--- config.mk ---
export PLATFORM = sky130hd
export DESIGN_NAME = double_ended_queue
export DESIGN_NICKNAME = d
export VERILOG_FILES = /design/src/rtl/dqe_pkg.sv /design/src/rtl/dqe_cell.sv /design/src/rtl/dqe_row.sv /design/src/rtl/double_ended_queue.sv
export SDC_FILE = /design/constraint.sdc
export NUM_CORES = 2
export LEC_CHECK = 0
export ABC_AREA = 1
export ABC_CLOCK_PERIOD_IN_PS = 5400
export BUFFER_PORTS_ARGS = -buffer_cell sky130_fd_sc_hd__buf_2
export CORE_MARGIN = 5
export CORE_UTILIZATION = 45
export DETAILED_ROUTE_END_ITERATION = 8
export PLACE_DENSITY = 0.71
export SYNTH_ARGS = -nofsm -noshare
export SYNTH_HDL_FRONTEND = slang
export SYNTH_HIERARCHICAL = 1
export SYNTH_SLANG_ARGS = --single-unit
--- constraint.sdc ---
create_clock -name clock -period 5.4 [get_ports clock]
set_input_delay 0.54 -clock clock [delete_from_list [all_inputs] [get_ports clock]]
set_output_delay 0.54 -clock clock [all_outputs]
set_load 0.005 [all_outputs]
--- src/rtl/dqe_pkg.sv ---
// Shared types and constants of the double-ended queue.
// Used by the storage cell, the cell row and the top level; depends on nothing.
`timescale 1ns / 1ps
`default_nettype none

package dqe_pkg;

   localparam int DATA_WIDTH  = 32;
   localparam int COUNT_WIDTH = 5;

   // value reported for both ends of an empty queue
   localparam logic signed [DATA_WIDTH-1:0] PEEK_EMPTY = '1;

   typedef enum logic [1:0] {
      OP_PUSH_FRONT = 2'd0,
      OP_PUSH_REAR  = 2'd1,
      OP_POP_FRONT  = 2'd2,
      OP_POP_REAR   = 2'd3
   } op_type;

   // command broadcast to every cell of one row
   typedef struct packed {
      logic shift_in;   // new entry enters at cell 0, all move one cell out
      logic shift_out;  // entry at cell 0 leaves, all move one cell in
      logic write_end;  // new entry lands in the first unused cell
   } cell_cmd_type;

   // one result item
   typedef struct packed {
      logic signed [DATA_WIDTH-1:0]  front_value;
      logic signed [DATA_WIDTH-1:0]  rear_value;
      logic        [COUNT_WIDTH-1:0] entry_count;
      logic                          is_empty;
      logic                          is_full;
      logic                          op_error;
   } rsp_type;

endpackage : dqe_pkg

`default_nettype wire

--- src/rtl/dqe_cell.sv ---
// One storage cell of a queue row: holds one entry and trades it with its neighbors.
// Depends on dqe_pkg for the row command type.
`timescale 1ns / 1ps
`default_nettype none

module dqe_cell
   import dqe_pkg::*;
(
   input  wire logic                         clock,
   input  wire cell_cmd_type                 cmd,
   input  wire logic                         at_end,
   input  wire logic signed [DATA_WIDTH-1:0] prev_value,
   input  wire logic signed [DATA_WIDTH-1:0] next_value,
   input  wire logic signed [DATA_WIDTH-1:0] push_value,
   output logic signed      [DATA_WIDTH-1:0] value
);

   logic signed [DATA_WIDTH-1:0] value_ff;
   logic signed [DATA_WIDTH-1:0] value_in;

   // shifting takes precedence; an end write only hits the cell past the last entry
   always_comb begin
      priority if (cmd.shift_in) begin
         value_in = prev_value;
      end else if (cmd.shift_out) begin
         value_in = next_value;
      end else if (cmd.write_end && at_end) begin
         value_in = push_value;
      end else begin
         value_in = value_ff;
      end
   end

   // payload only, no reset
   always_ff @(posedge clock) begin
      value_ff <= value_in;
   end

   assign value = value_ff;

endmodule : dqe_cell

`default_nettype wire

--- src/rtl/dqe_row.sv ---
// Row of DEPTH storage cells holding the queue in order from one end.
// Depends on dqe_pkg and dqe_cell.
`timescale 1ns / 1ps
`default_nettype none

module dqe_row
   import dqe_pkg::*;
#(
   parameter int DEPTH = 16
)
(
   input  wire logic                              clock,
   input  wire cell_cmd_type                      cmd,
   input  wire logic [$clog2(DEPTH+1)-1:0]        count,
   input  wire logic signed [DATA_WIDTH-1:0]      push_value,
   output logic signed      [DATA_WIDTH-1:0]      head_value,
   output logic signed      [DATA_WIDTH-1:0]      second_value
);

   localparam int CountWidth = $clog2(DEPTH + 1);

   logic signed [DATA_WIDTH-1:0] cell_value [DEPTH];

   for (genvar i = 0; i < DEPTH; i++) begin : g_cell
      logic signed [DATA_WIDTH-1:0] prev_value;
      logic signed [DATA_WIDTH-1:0] next_value;
      logic                         at_end;

      // neighbor links; the outer cell keeps its own entry when the row shifts out
      if (i == 0) begin : g_first
         assign prev_value = push_value;
      end else begin : g_inner_prev
         assign prev_value = cell_value[i-1];
      end
      if (i == DEPTH - 1) begin : g_last
         assign next_value = cell_value[i];
      end else begin : g_inner_next
         assign next_value = cell_value[i+1];
      end

      // this cell is the first unused one
      assign at_end = (count == CountWidth'(i));

      dqe_cell u_cell (
         .clock      (clock),
         .cmd        (cmd),
         .at_end     (at_end),
         .prev_value (prev_value),
         .next_value (next_value),
         .push_value (push_value),
         .value      (cell_value[i])
      );
   end

   assign head_value   = cell_value[0];
   assign second_value = cell_value[1];

endmodule : dqe_row

`default_nettype wire

--- src/rtl/double_ended_queue.sv ---
// Double-ended queue of signed 32-bit entries, top level.
// Depends on dqe_pkg, dqe_row and dqe_cell.
//
// The queue is kept twice, in two rows of DEPTH cells: one row ordered from
// the front, one from the rear, so both ends always sit in cell 0 of a row.
// A push at an end shifts that end's row by one cell and writes the far end
// of the other row; a pop shifts one row and shortens the other. One result
// item comes back per input item, registered; a second result register
// lets a new transfer be taken while the first result is stalled, and
// req_stall rises only when both hold results. No clearing pass runs after
// reset; entries are valid once pushed.
`timescale 1ns / 1ps
`default_nettype none

module double_ended_queue
   import dqe_pkg::*;
#(
   parameter int DEPTH = 16
)
(
   input  wire logic                         clock,
   input  wire logic                         reset,
   input  wire logic                         req_valid,
   output logic                              req_stall,
   input  wire logic [1:0]                   req_operation,
   input  wire logic signed [DATA_WIDTH-1:0] req_value,
   output logic                              rsp_valid,
   input  wire logic                         rsp_stall,
   output logic signed [DATA_WIDTH-1:0]      rsp_front_value,
   output logic signed [DATA_WIDTH-1:0]      rsp_rear_value,
   output logic [COUNT_WIDTH-1:0]            rsp_entry_count,
   output logic                              rsp_is_empty,
   output logic                              rsp_is_full,
   output logic                              rsp_op_error
);

   localparam int CountWidth = $clog2(DEPTH + 1);

   op_type                       op;
   logic                         req_take;
   logic                         rsp_take;
   logic                         is_push;
   logic                         was_empty;
   logic                         was_full;
   logic                         op_ok;
   logic [CountWidth-1:0]        count_ff;
   logic [CountWidth-1:0]        count_in;
   logic [CountWidth+COUNT_WIDTH-1:0] count_wide;
   cell_cmd_type                 front_cmd;
   cell_cmd_type                 rear_cmd;
   logic signed [DATA_WIDTH-1:0] front_head;
   logic signed [DATA_WIDTH-1:0] front_second;
   logic signed [DATA_WIDTH-1:0] rear_head;
   logic signed [DATA_WIDTH-1:0] rear_second;
   rsp_type                      result;
   rsp_type                      out_ff;
   rsp_type                      out_in;
   logic                         out_valid_ff;
   logic                         out_valid_in;
   rsp_type                      skid_ff;
   rsp_type                      skid_in;
   logic                         skid_valid_ff;
   logic                         skid_valid_in;

   assign op        = op_type'(req_operation);
   assign req_stall = skid_valid_ff;
   assign req_take  = req_valid && !skid_valid_ff;
   assign rsp_take  = out_valid_ff && !rsp_stall;

   // refuse a push on full and a pop on empty
   assign is_push   = (op == OP_PUSH_FRONT) || (op == OP_PUSH_REAR);
   assign was_empty = (count_ff == '0);
   assign was_full  = (count_ff == CountWidth'(DEPTH));
   assign op_ok     = is_push ? !was_full : !was_empty;

   // row commands; the row ordered from the front sees rear pushes as end writes
   always_comb begin
      front_cmd = '0;
      rear_cmd  = '0;
      if (req_take && op_ok) begin
         unique case (op)
            OP_PUSH_FRONT: begin
               front_cmd.shift_in = 1'b1;
               rear_cmd.write_end = 1'b1;
            end
            OP_PUSH_REAR: begin
               rear_cmd.shift_in   = 1'b1;
               front_cmd.write_end = 1'b1;
            end
            OP_POP_FRONT: begin
               front_cmd.shift_out = 1'b1;
            end
            OP_POP_REAR: begin
               rear_cmd.shift_out = 1'b1;
            end
            default: begin
               front_cmd = '0;
               rear_cmd  = '0;
            end
         endcase
      end
   end

   dqe_row #(.DEPTH(DEPTH)) u_front_row (
      .clock        (clock),
      .cmd          (front_cmd),
      .count        (count_ff),
      .push_value   (req_value),
      .head_value   (front_head),
      .second_value (front_second)
   );

   dqe_row #(.DEPTH(DEPTH)) u_rear_row (
      .clock        (clock),
      .cmd          (rear_cmd),
      .count        (count_ff),
      .push_value   (req_value),
      .head_value   (rear_head),
      .second_value (rear_second)
   );

   // next count
   always_comb begin
      count_in = count_ff;
      if (req_take && op_ok) begin
         count_in = is_push ? count_ff + 1'b1 : count_ff - 1'b1;
      end
   end

   // result from the state before the transfer and the operation
   always_comb begin
      result.front_value = front_head;
      result.rear_value  = rear_head;
      if (op_ok) begin
         unique case (op)
            OP_PUSH_FRONT: begin
               result.front_value = req_value;
               result.rear_value  = was_empty ? req_value : rear_head;
            end
            OP_PUSH_REAR: begin
               result.front_value = was_empty ? req_value : front_head;
               result.rear_value  = req_value;
            end
            OP_POP_FRONT: begin
               result.front_value = front_second;
            end
            OP_POP_REAR: begin
               result.rear_value = rear_second;
            end
            default: begin
               result.front_value = front_head;
               result.rear_value  = rear_head;
            end
         endcase
      end
      count_wide = {{COUNT_WIDTH{1'b0}}, count_in};
      if (count_in == '0) begin
         result.front_value = PEEK_EMPTY;
         result.rear_value  = PEEK_EMPTY;
      end
      result.entry_count = count_wide[COUNT_WIDTH-1:0];
      result.is_empty    = (count_in == '0);
      result.is_full     = (count_in == CountWidth'(DEPTH));
      result.op_error    = !op_ok;
   end

   // output register with a skid register behind it
   always_comb begin
      out_in        = out_ff;
      out_valid_in  = out_valid_ff;
      skid_in       = skid_ff;
      skid_valid_in = skid_valid_ff;
      if (skid_valid_ff) begin
         if (rsp_take) begin
            out_in        = skid_ff;
            skid_valid_in = 1'b0;
         end
      end else if (req_take) begin
         if (!out_valid_ff || rsp_take) begin
            out_in       = result;
            out_valid_in = 1'b1;
         end else begin
            skid_in       = result;
            skid_valid_in = 1'b1;
         end
      end else if (rsp_take) begin
         out_valid_in = 1'b0;
      end
   end

   // control state
   always_ff @(posedge clock) begin
      if (reset) begin
         count_ff      <= '0;
         out_valid_ff  <= 1'b0;
         skid_valid_ff <= 1'b0;
      end else begin
         count_ff      <= count_in;
         out_valid_ff  <= out_valid_in;
         skid_valid_ff <= skid_valid_in;
      end
   end

   // result payload
   always_ff @(posedge clock) begin
      out_ff  <= out_in;
      skid_ff <= skid_in;
   end

   assign rsp_valid       = out_valid_ff;
   assign rsp_front_value = out_ff.front_value;
   assign rsp_rear_value  = out_ff.rear_value;
   assign rsp_entry_count = out_ff.entry_count;
   assign rsp_is_empty    = out_ff.is_empty;
   assign rsp_is_full     = out_ff.is_full;
   assign rsp_op_error    = out_ff.op_error;

endmodule : double_ended_queue

`default_nettype wire

==> out/metrics.yaml <==
run_status:
  outcome: "finished clean"
routing:
  drtIter0Drc: 7064
  ant_nets: 0
  drt-wirelength-per-cell_microns: 15.39
  drt_wl_total_microns: 181400
  first_pass_iters: 6
  via_per_inst: 4.897
  vias: 57700
  drc: 0
layout:
  syn_to_final_growth_pct: 6.487
  nNetsFinal: 9650
  layout-drive-gt1-share_pct: 5.901
  fillCellCount: 15130
  insertedDiodeCount: 0
place:
  dp_hpwl_microns: 124600
  gp_congestion: 0.8637
  io_buffers: 111
yosys:
  synthTopCellsByCount: "4550 x nand2_1, 2096 x inv_1, 1168 x edfxtp_1"
  synth_area_sq_um: 71430
  synth_warnings: 6
  synth_edf_count: 1168
  yosys.cell_types.count: 29
  ys_ff_latch: 1175
  syn_nets: 9762
  synth_top_cell_area_share_pct: 49.10
  syn_inst: 9723
  synth_ff_type: "edfxtp_1"
  ys_seq_area_share_pct: 49.30
  yosysMostFrequentCell: "nand2_1"
  async_flop_share_pct: 0
  synth.avg_cell_area_sq_um: 7.346
  synth_area_leaders: "edfxtp_1 49%, nand2_1 24%, inv_1 11%"
  synth_top_area_cell: "edfxtp_1"
timing:
  relSlewSlack_pct: 20.12
  rsz0062_at_grt: "false"
  holdWs_ns: 0.07229
  min_period_over_period_pct: 67.79
  tightest_slew_ns: 1.198
  period_minus_slack_ns: 3.660
  slew_violations: 0
  finalSetupTns_ns: 0
  setup_viol: 0
  max_freq_ghz: 0.2732
  report.final.hold_viol_count: 0
  fin_skew_ns: 0.02214
floorplanning:
  ios: 112
  start_util_pct: 45.20
  die_w_microns: 408.4
  num_rows: 146
  coreArea_sq_um: 158000
  dieHeight_microns: 408.4
  die_area_sq_um: 166800
cts:
  htreeDepth: 4
  cts_setup_buffers: 0
  clk_latency_ns: 0.75
  cts.sinks: 1175
  clk_pin_slew_ns: 0.05
  cts_hold_repair.buffers: 0
  clock-root-buffer: "clkbuf_16"
  ctsResizeCount: 0
  cts_made_buffers: 136
  clockBufferDepth: 3
  cts_tree: "built"
critical_path:
  slowest_stage: "buf_4"
  crit_type: "reg2reg"
  path_depth: 10
  ff2ff_path_depth: 10
  cpLargestDelayFamily: "simple AND/OR/NAND/NOR gates"
  max_stage_delay_ns: 0.86
  cp.arrival_ns: 4.26
  start_kind: "flop"
  cp_num_buf_inv: 3
  path_cells: "nor2_2 > nand2_2 > inv_2 > nand2_4 > nand2_8 > nor2_4 > buf_4 > buf_4 > nand2_1 > nand2_1"
  cp_max_fo: 109
  critPathRequiredTime_ns: 6.00
  end_kind: "flop"
power_and_ir_drop:
  power_density_nw_per_um2: 324.5
  leakage_nw: 40.07
  ir_drop_mv: 0.3324
grt:
  gr-usage-all-layers_pct: 20.95
  overflow: 0
  gr-usage-met1_pct: 32.99
  grt_first_pass_wirelength_microns: 290600
  grtUsageMet3_pct: 3.339
  busiest_layer: "met1"
  antenna_found_initial: 3
  grt_pass1_vias: 52660
  grt_use_met2_pct: 29.43
  grt_start_max_net_pins: 158
worst_hold_path:
  holdPathStages: 2
  hp-class: "in2reg"
run:
  cap_violations: 0
stage by stage:
stage	area, sq um	cells	worst slack, ns	utilization, %	total power, W
floorplan	71430	9723	0.5670	-	0.01500
global placement	71960	11550	1.571	45.54	0.01602
CTS	76060	11780	1.784	48.13	0.02477
finish	76060	11780	1.740	48.13	0.02468
detailed placement	71960	11550	1.477	45.54	0.01617
global route	76060	11780	1.528	48.13	0.02586
kinds of logic after synthesis:
logic type	after synthesis	share of synthesized area, %
compound gates	112	0.8391
xor+xnor	1	0.03854
fa+ha+maj	1	0.01751
buf+inv	2667	17.06
flops	1175	49.30
simple gates	5767	32.74
final timing paths:
path                     from                                endpoint  slack [ns]
setup / recovery  count_ff[0]  u_front_row/g_cell[10].u_cell/value[7]        1.74
hold / removal          reset                             count_ff[0]        0.07
setup reg to reg  count_ff[0]  u_front_row/g_cell[10].u_cell/value[7]        1.74
hold reg to reg   skid_ff[10]                       rsp_rear_value[2]        0.53
worst register-to-register path: cells and delay by family, from the launching register on:
kind / cells / cell delay [ns]
flip-flops: 1 / 0.80
buffers and inverters: 3 / 1.24
AND/OR/NAND/NOR: 7 / 1.48
area by class of cell:
| cell class | count | area (sq um) | area share [%] |
|---|---|---|---|
| Tap cell | 2072 | 2592 | 3.409 |
| Sequential cell | 1175 | 35220 | 46.30 |
| Clock inverter | 64 | 390.4 | 0.5133 |
| Inverter | 2170 | 8305 | 10.92 |
| Timing Repair Buffer | 247 | 1764 | 2.319 |
| Clock buffer | 174 | 3705 | 4.871 |
| Multi-Input combinational cell | 5881 | 24090 | 31.67 |
registers in the layout, summed over array words and instances, names as in the netlist:
signal                           cells
rsp_valid                            1
rsp_rear_value                      32
req_stall                            1
u_rear_row/g_cell.u_cell/value     512
rsp_entry_count                      5
rsp_is_full                          1
rsp_op_error                         1
rsp_front_value                     32
skid_ff                             72
count_ff                             5
u_front_row/g_cell.u_cell/value    512
rsp_is_empty                         1
routing by layer:
| metal | wire length [microns] | up-vias |
|---|---|---|
| li1 | - | 28900 |
| met1 | 86780 | 25870 |
| met2 | 72000 | 2701 |
| met3 | 17430 | 228 |
| met4 | 5172 | 2 |
| met5 | 13 | - |
where the power goes:
part / switching (W) / internal [W]
clock network: 0.00368 / 0.00493
registers: 0.000469 / 0.0114
logic: 0.00302 / 0.00124
layout by cell type (no fill, tap or decap), types with 6 or more instances in the layout:
| cell | Yosys | layout |
|---|---|---|
| clkinv_2 | 0 | 21 |
| inv_1 | 2096 | 2096 |
| nor2_1 | 50 | 44 |
| clkinv_1 | 0 | 29 |
| clkbuf_16 | 0 | 143 |
| clkbuf_1 | 23 | 30 |
| buf_2 | 112 | 111 |
| edfxtp_1 | 1168 | 1168 |
| buf_12 | 3 | 15 |
| a21oi_1 | 79 | 78 |
| o21ai_0 | 15 | 15 |
| inv_2 | 10 | 10 |
| nand3_1 | 1104 | 1104 |
| inv_4 | 64 | 64 |
| inv_6 | 0 | 7 |
| nand2_4 | 31 | 31 |
| buf_4 | 225 | 121 |
| a22oi_1 | 13 | 13 |
| nor2_4 | 5 | 10 |
| dfxtp_1 | 7 | 6 |
| nor2_2 | 6 | 7 |
| nand2_2 | 18 | 18 |
| nand2_1 | 4550 | 4550 |
No activity file was read; power rests on OpenSTA's default activity.
